**src/rtl/iirbp_pkg.sv**
```systemverilog
// shared constants, request and register codes, and controller/datapath link types
// for the band-pass beam filter; no dependencies
`default_nettype none

package iirbp_pkg;

    localparam int FILTER_ORDER = 2;
    localparam int HIST_TAPS    = 2 * FILTER_ORDER;
    localparam int FF_TAPS      = 2 * FILTER_ORDER + 1;
    localparam int ALL_TAPS     = FF_TAPS + HIST_TAPS;

    localparam int TAP_W      = $clog2(ALL_TAPS);
    localparam int FF_IDX_W   = $clog2(FF_TAPS);
    localparam int HIST_IDX_W = $clog2(HIST_TAPS);

    localparam int REQ_W      = 2;
    localparam int COEF_IDX_W = 5;
    localparam int COEF_W     = 32;
    localparam int SAMPLE_W   = 16;
    localparam int OUT_W      = 32;
    localparam int ACC_W      = 64;
    localparam int GAIN_W     = 32;
    localparam int POS_W      = 16;

    localparam int CFG_IDX_W  = 1;
    localparam int CFG_DATA_W = 32;

    localparam int IN_DATA_W  = 56;
    localparam int OUT_DATA_W = 32;

    // request kinds carried in tuser
    localparam logic [REQ_W-1:0] REQ_SAMPLE  = 2'd0;
    localparam logic [REQ_W-1:0] REQ_LOAD_FF = 2'd1;
    localparam logic [REQ_W-1:0] REQ_LOAD_FB = 2'd2;

    // register indexes
    localparam logic [CFG_IDX_W-1:0] CFG_SCALE_GAIN  = 1'd0;
    localparam logic [CFG_IDX_W-1:0] CFG_BEAM_LENGTH = 1'd1;

    localparam logic [GAIN_W-1:0] SCALE_GAIN_RST  = 32'hFFFF_FFFF;
    localparam logic [POS_W-1:0]  BEAM_LENGTH_RST = 16'd2048;

    typedef struct packed {
        logic             start;
        logic             load_ff;
        logic             load_fb;
        logic             issue;
        logic [TAP_W-1:0] tap;
        logic             finish;
    } t_dp_cmd;

    typedef struct packed {
        logic pipe_busy;
        logic out_free;
    } t_dp_status;

endpackage

`default_nettype wire

```
**src/rtl/iirbp_ctrl.sv**
```systemverilog
// sequencer for the beam filter: takes input words, walks the taps through the
// datapath, waits for the multiply pipe to drain and hands the result over; uses iirbp_pkg
`default_nettype none

module iirbp_ctrl (
    input  wire                          i_clk,
    input  wire                          i_rst_n,
    input  wire                          i_in_valid,
    input  wire  [iirbp_pkg::REQ_W-1:0]  i_in_req,
    output logic                         o_in_ready,
    input  iirbp_pkg::t_dp_status        i_status,
    output iirbp_pkg::t_dp_cmd           o_cmd
);
    import iirbp_pkg::*;

    typedef enum logic [1:0] {
        ST_IDLE,
        ST_MAC,
        ST_DRAIN,
        ST_FINISH
    } t_state;

    t_state           r_state;
    logic [TAP_W-1:0] r_tap;
    logic             r_ready;
    logic             accept;

    assign accept     = i_in_valid && r_ready;
    assign o_in_ready = r_ready;

    always_comb begin
        o_cmd         = '0;
        o_cmd.tap     = r_tap;
        o_cmd.start   = accept && (i_in_req == REQ_SAMPLE);
        o_cmd.load_ff = accept && (i_in_req == REQ_LOAD_FF);
        o_cmd.load_fb = accept && (i_in_req == REQ_LOAD_FB);
        o_cmd.issue   = (r_state == ST_MAC);
        o_cmd.finish  = (r_state == ST_FINISH) && i_status.out_free;
    end

    always_ff @(posedge i_clk) begin
        if (!i_rst_n) begin
            r_state <= ST_IDLE;
            r_tap   <= '0;
            r_ready <= 1'b0;
        end else begin
            case (r_state)
                ST_IDLE: begin
                    r_ready <= 1'b1;
                    if (accept && (i_in_req == REQ_SAMPLE)) begin
                        r_state <= ST_MAC;
                        r_tap   <= '0;
                        r_ready <= 1'b0;
                    end
                end
                ST_MAC: begin
                    if (r_tap == TAP_W'(ALL_TAPS - 1)) begin
                        r_state <= ST_DRAIN;
                    end else begin
                        r_tap <= r_tap + TAP_W'(1);
                    end
                end
                ST_DRAIN: begin
                    if (!i_status.pipe_busy) begin
                        r_state <= ST_FINISH;
                    end
                end
                ST_FINISH: begin
                    if (i_status.out_free) begin
                        r_state <= ST_IDLE;
                        r_ready <= 1'b1;
                    end
                end
                default: begin
                    r_state <= ST_IDLE;
                    r_ready <= 1'b0;
                end
            endcase
        end
    end

endmodule

`default_nettype wire

```
**config.mk**
```make
export PLATFORM = sky130hd
export DESIGN_NAME = iirbp_ctrl
export DESIGN_NICKNAME = d
export VERILOG_FILES = /design/src/rtl/iirbp_pkg.sv /design/src/rtl/iirbp_ctrl.sv
export SDC_FILE = /design/constraint.sdc
export NUM_CORES = 1
export LEC_CHECK = 0
export BUFFER_PORTS_ARGS = -buffer_cell sky130_fd_sc_hd__buf_2
export CAP_MARGIN = 25
export CELL_PAD_IN_SITES_DETAIL_PLACEMENT = 1
export CELL_PAD_IN_SITES_GLOBAL_PLACEMENT = 2
export CORE_MARGIN = 3
export CORE_UTILIZATION = 28
export DETAILED_ROUTE_END_ITERATION = 10
export GPL_TIMING_DRIVEN = 1
export PLACE_DENSITY = 0.86
export SETUP_SLACK_MARGIN = 0.05
export SLEW_MARGIN = 20
export SYNTH_ARGS = -nofsm -noshare
export SYNTH_HDL_FRONTEND = slang
export SYNTH_SLANG_ARGS = --single-unit
```
**constraint.sdc**
```tcl
create_clock -name i_clk -period 3.35 [get_ports i_clk]
set_input_delay 0 -clock i_clk [delete_from_list [all_inputs] [get_ports i_clk]]
set_output_delay 0 -clock i_clk [all_outputs]
set_load 0.1 [all_outputs]
```
==> impl_metrics.json <==
{
  "drt-initial-drc-count": 3,
  "instances_no_fill": 107,
  "power_density_nw_per_um2": 620,
  "hold_viol": 0,
  "cts_root_buffer": "clkbuf_4",
  "clock_skew_ns": 0.000844,
  "cpMaxStageDelayCell": "or4_1",
  "cts_tree": "yes",
  "synth_compound_area_share_pct": 14.4,
  "synth_xor_area_share_pct": 0,
  "htree_levels": 1,
  "start_util_pct": 32.0,
  "clockBufferDepth": 2,
  "nets": 98,
  "postCtsSetupRepairBufs": 0,
  "ir_drop_v": 0.000350,
  "seq_area_frac_synth_pct": 26.9,
  "grt_pass1_vias": 513,
  "period_share_pct": 47.9,
  "cap_violations": 0,
  "fin_ws_ns": 1.74,
  "ys_warn_count": 0,
  "routabilityCongestion": 0.743,
  "cp-end-kind": "flop",
  "critPathMaxStageDelay_ns": 0.50,
  "dr_total_vias": 503,
  "dr.pass1.iters": 3,
  "hold_path.class": "in2reg",
  "clk_pin_slew_ns": 0.05,
  "wl_mm": 1.23,
  "io_buffer_count": 16,
  "final_area_sq_um": 653,
  "ant_nets": 0,
  "ctsResizeCount": 0,
  "finalSetupTns_ns": 0,
  "grt_pass1_wl_mm": 2.18,
  "synth.avg_cell_area_sq_um": 8.15,
  "cp.arrival_ns": 1.77,
  "layout_commonest_cell": "buf_2",
  "ys_types": 25,
  "numPlacedInstances": 103,
  "cp.required_ns": 3.52,
  "rsz0062_at_grt": "false",
  "dieArea_sq_um": 2420,
  "grt_usage_pct": 11.6,
  "dp_hpwl_mm": 1.04,
  "antenna_found_initial": 0,
  "core_sq_um": 1630,
  "drive_above_1_share_pct": 25.3,
  "cts_buffers": 3,
  "synth_top_family_by_area": "simple AND/OR/NAND/NOR gates",
  "synth-simple-area-share_pct": 31.4,
  "muxShareOfSynthArea_pct": 3.84,
  "place_ws_ns": 1.75,
  "num_rows": 14,
  "tightest_slew_ns": 0.491,
  "ys_ff_latch": 7,
  "mappedNetlistNets": 78,
  "netlist_area_sq_um": 522,
  "cts-hold-fix-buffers": 0,
  "leakagePower_nw": 0.322,
  "status": "complete, no violations",
  "num_io_pins": 17,
  "synth_fa_ha_area_share_pct": 16.8,
  "via_per_inst": 4.70,
  "netlist_instances": 64,
  "overflow": 0,
  "crit_path_max_fanout": 8,
  "routedWlPerCell_microns": 11.5,
  "relSlewSlack_pct": 67.5,
  "total_power_mw": 0.405,
  "postLayoutCoreUtil_pct": 40.1,
  "setup_viol_count_final": 0,
  "max_freq_ghz": 0.623,
  "post-route-drc-count": 0,
  "worstSkewPairLatency_ns": 0.25,
  "placed_area_sq_um": 627,
  "drv_slew": 0,
  "fp.dieH_microns": 49.2,
  "cts.sinks": 7,
  "grt_max_degree": 10,
  "crit_type": "reg2reg",
  "worstSetupStartpointType": "flop",
  "path_cells": "inv_1 > ha_1 > o21ai_0 > or4_1 > o31ai_1",
  "final_cell_mix": "16 x buf_2, 8 x inv_1, 8 x nand2_1, 7 x ha_1, 7 x dfxtp_1",
  "syn_to_final_growth_pct": 25.2,
  "die_w_microns": 49.2,
  "diodes": 0,
  "post-route-min-period_ns": 1.61,
  "fin_worst_hold_slack_ns": 0.0754
}
-- worst paths after layout --
kind                             endpoint  slack (ns)  cells past startpoint                     from
setup reg to reg    r_tap[0]$_SDFFE_PN0P_        1.74                      5  r_state[1]$_SDFFE_PN0P_
setup / recovery    r_tap[0]$_SDFFE_PN0P_        1.74                      5  r_state[1]$_SDFFE_PN0P_
hold / removal      r_tap[3]$_SDFFE_PN0P_        0.08                      2                  i_rst_n
hold reg to reg   r_state[1]$_SDFFE_PN0P_        0.51                      2  r_state[1]$_SDFFE_PN0P_
-- area by class of cell --
cell class,count,area [sq um]
Fill cell,212,976
Tap cell,24,30.0
Inverter,8,30.0
Sequential cell,7,140
Multi-Input combinational cell,48,347
Clock buffer,4,26.3
Timing Repair Buffer,16,80.1
-- metal layers --
layer	share of wire (%)	track usage, %	up-vias
met5	0	0	-
met4	2.7	5.69	0
met3	5.2	5.20	4
met2	46	17.9	15
met1	46	13.4	226
li1	-	-	258
-- cells by family after synthesis --
kind of cell	count (synthesis)
AND/OR/NAND/NOR	27
AO/OA/AOI/OAI	12
buffers and inverters	9
adder cells (fa/ha/maj)	7
flip-flops	7
multiplexers	2
-- sequential cells by signal, indices dropped and copies added (netlist names) --
| signal | cells |
|---|---|
| r_tap | 4 |
| r_state | 2 |
| o_in_ready | 1 |
-- report_power, final --
group | switching, mW | internal [mW]
Combinational | 0.159 | 0.0630
Clock | 0.0316 | 0.0455
Sequential | 0.0118 | 0.0943
Total | 0.202 | 0.203
-- synthesized netlist by cell type --
library cell | number | share of area [%]
nor2_1 | 3 | 2.2
nand2b_1 | 1 | 1.2
a31oi_1 | 1 | 1.2
ha_1 | 7 | 17
buf_2 | 1 | 0.96
nand4bb_4 | 1 | 5.3
nor2b_1 | 2 | 2.4
nor3b_1 | 2 | 2.9
mux2i_1 | 2 | 3.8
and3_1 | 1 | 1.2
a21oi_1 | 3 | 2.9
nor3_1 | 1 | 0.96
and2_4 | 1 | 1.7
nand2_1 | 8 | 5.8
o211a_1 | 1 | 1.9
and2_1 | 1 | 1.2
o31ai_1 | 1 | 1.4
or4_1 | 1 | 1.4
nand4_1 | 2 | 2.4
a211oi_1 | 1 | 1.4
inv_1 | 8 | 5.8
o21ai_0 | 4 | 3.8
o2bb2ai_1 | 1 | 1.7
dfxtp_1 | 7 | 27
nand3_1 | 3 | 2.9
-- worst max-delay path, delay by kind of cell (launching register included) --
family / cells / cell delay [ns]
buf+inv: 1 / 0.10
flops: 1 / 0.34
compound gates: 2 / 0.28
fa+ha+maj: 1 / 0.30
simple gates: 1 / 0.50
Note: power is estimated with default switching activity, not from simulation.
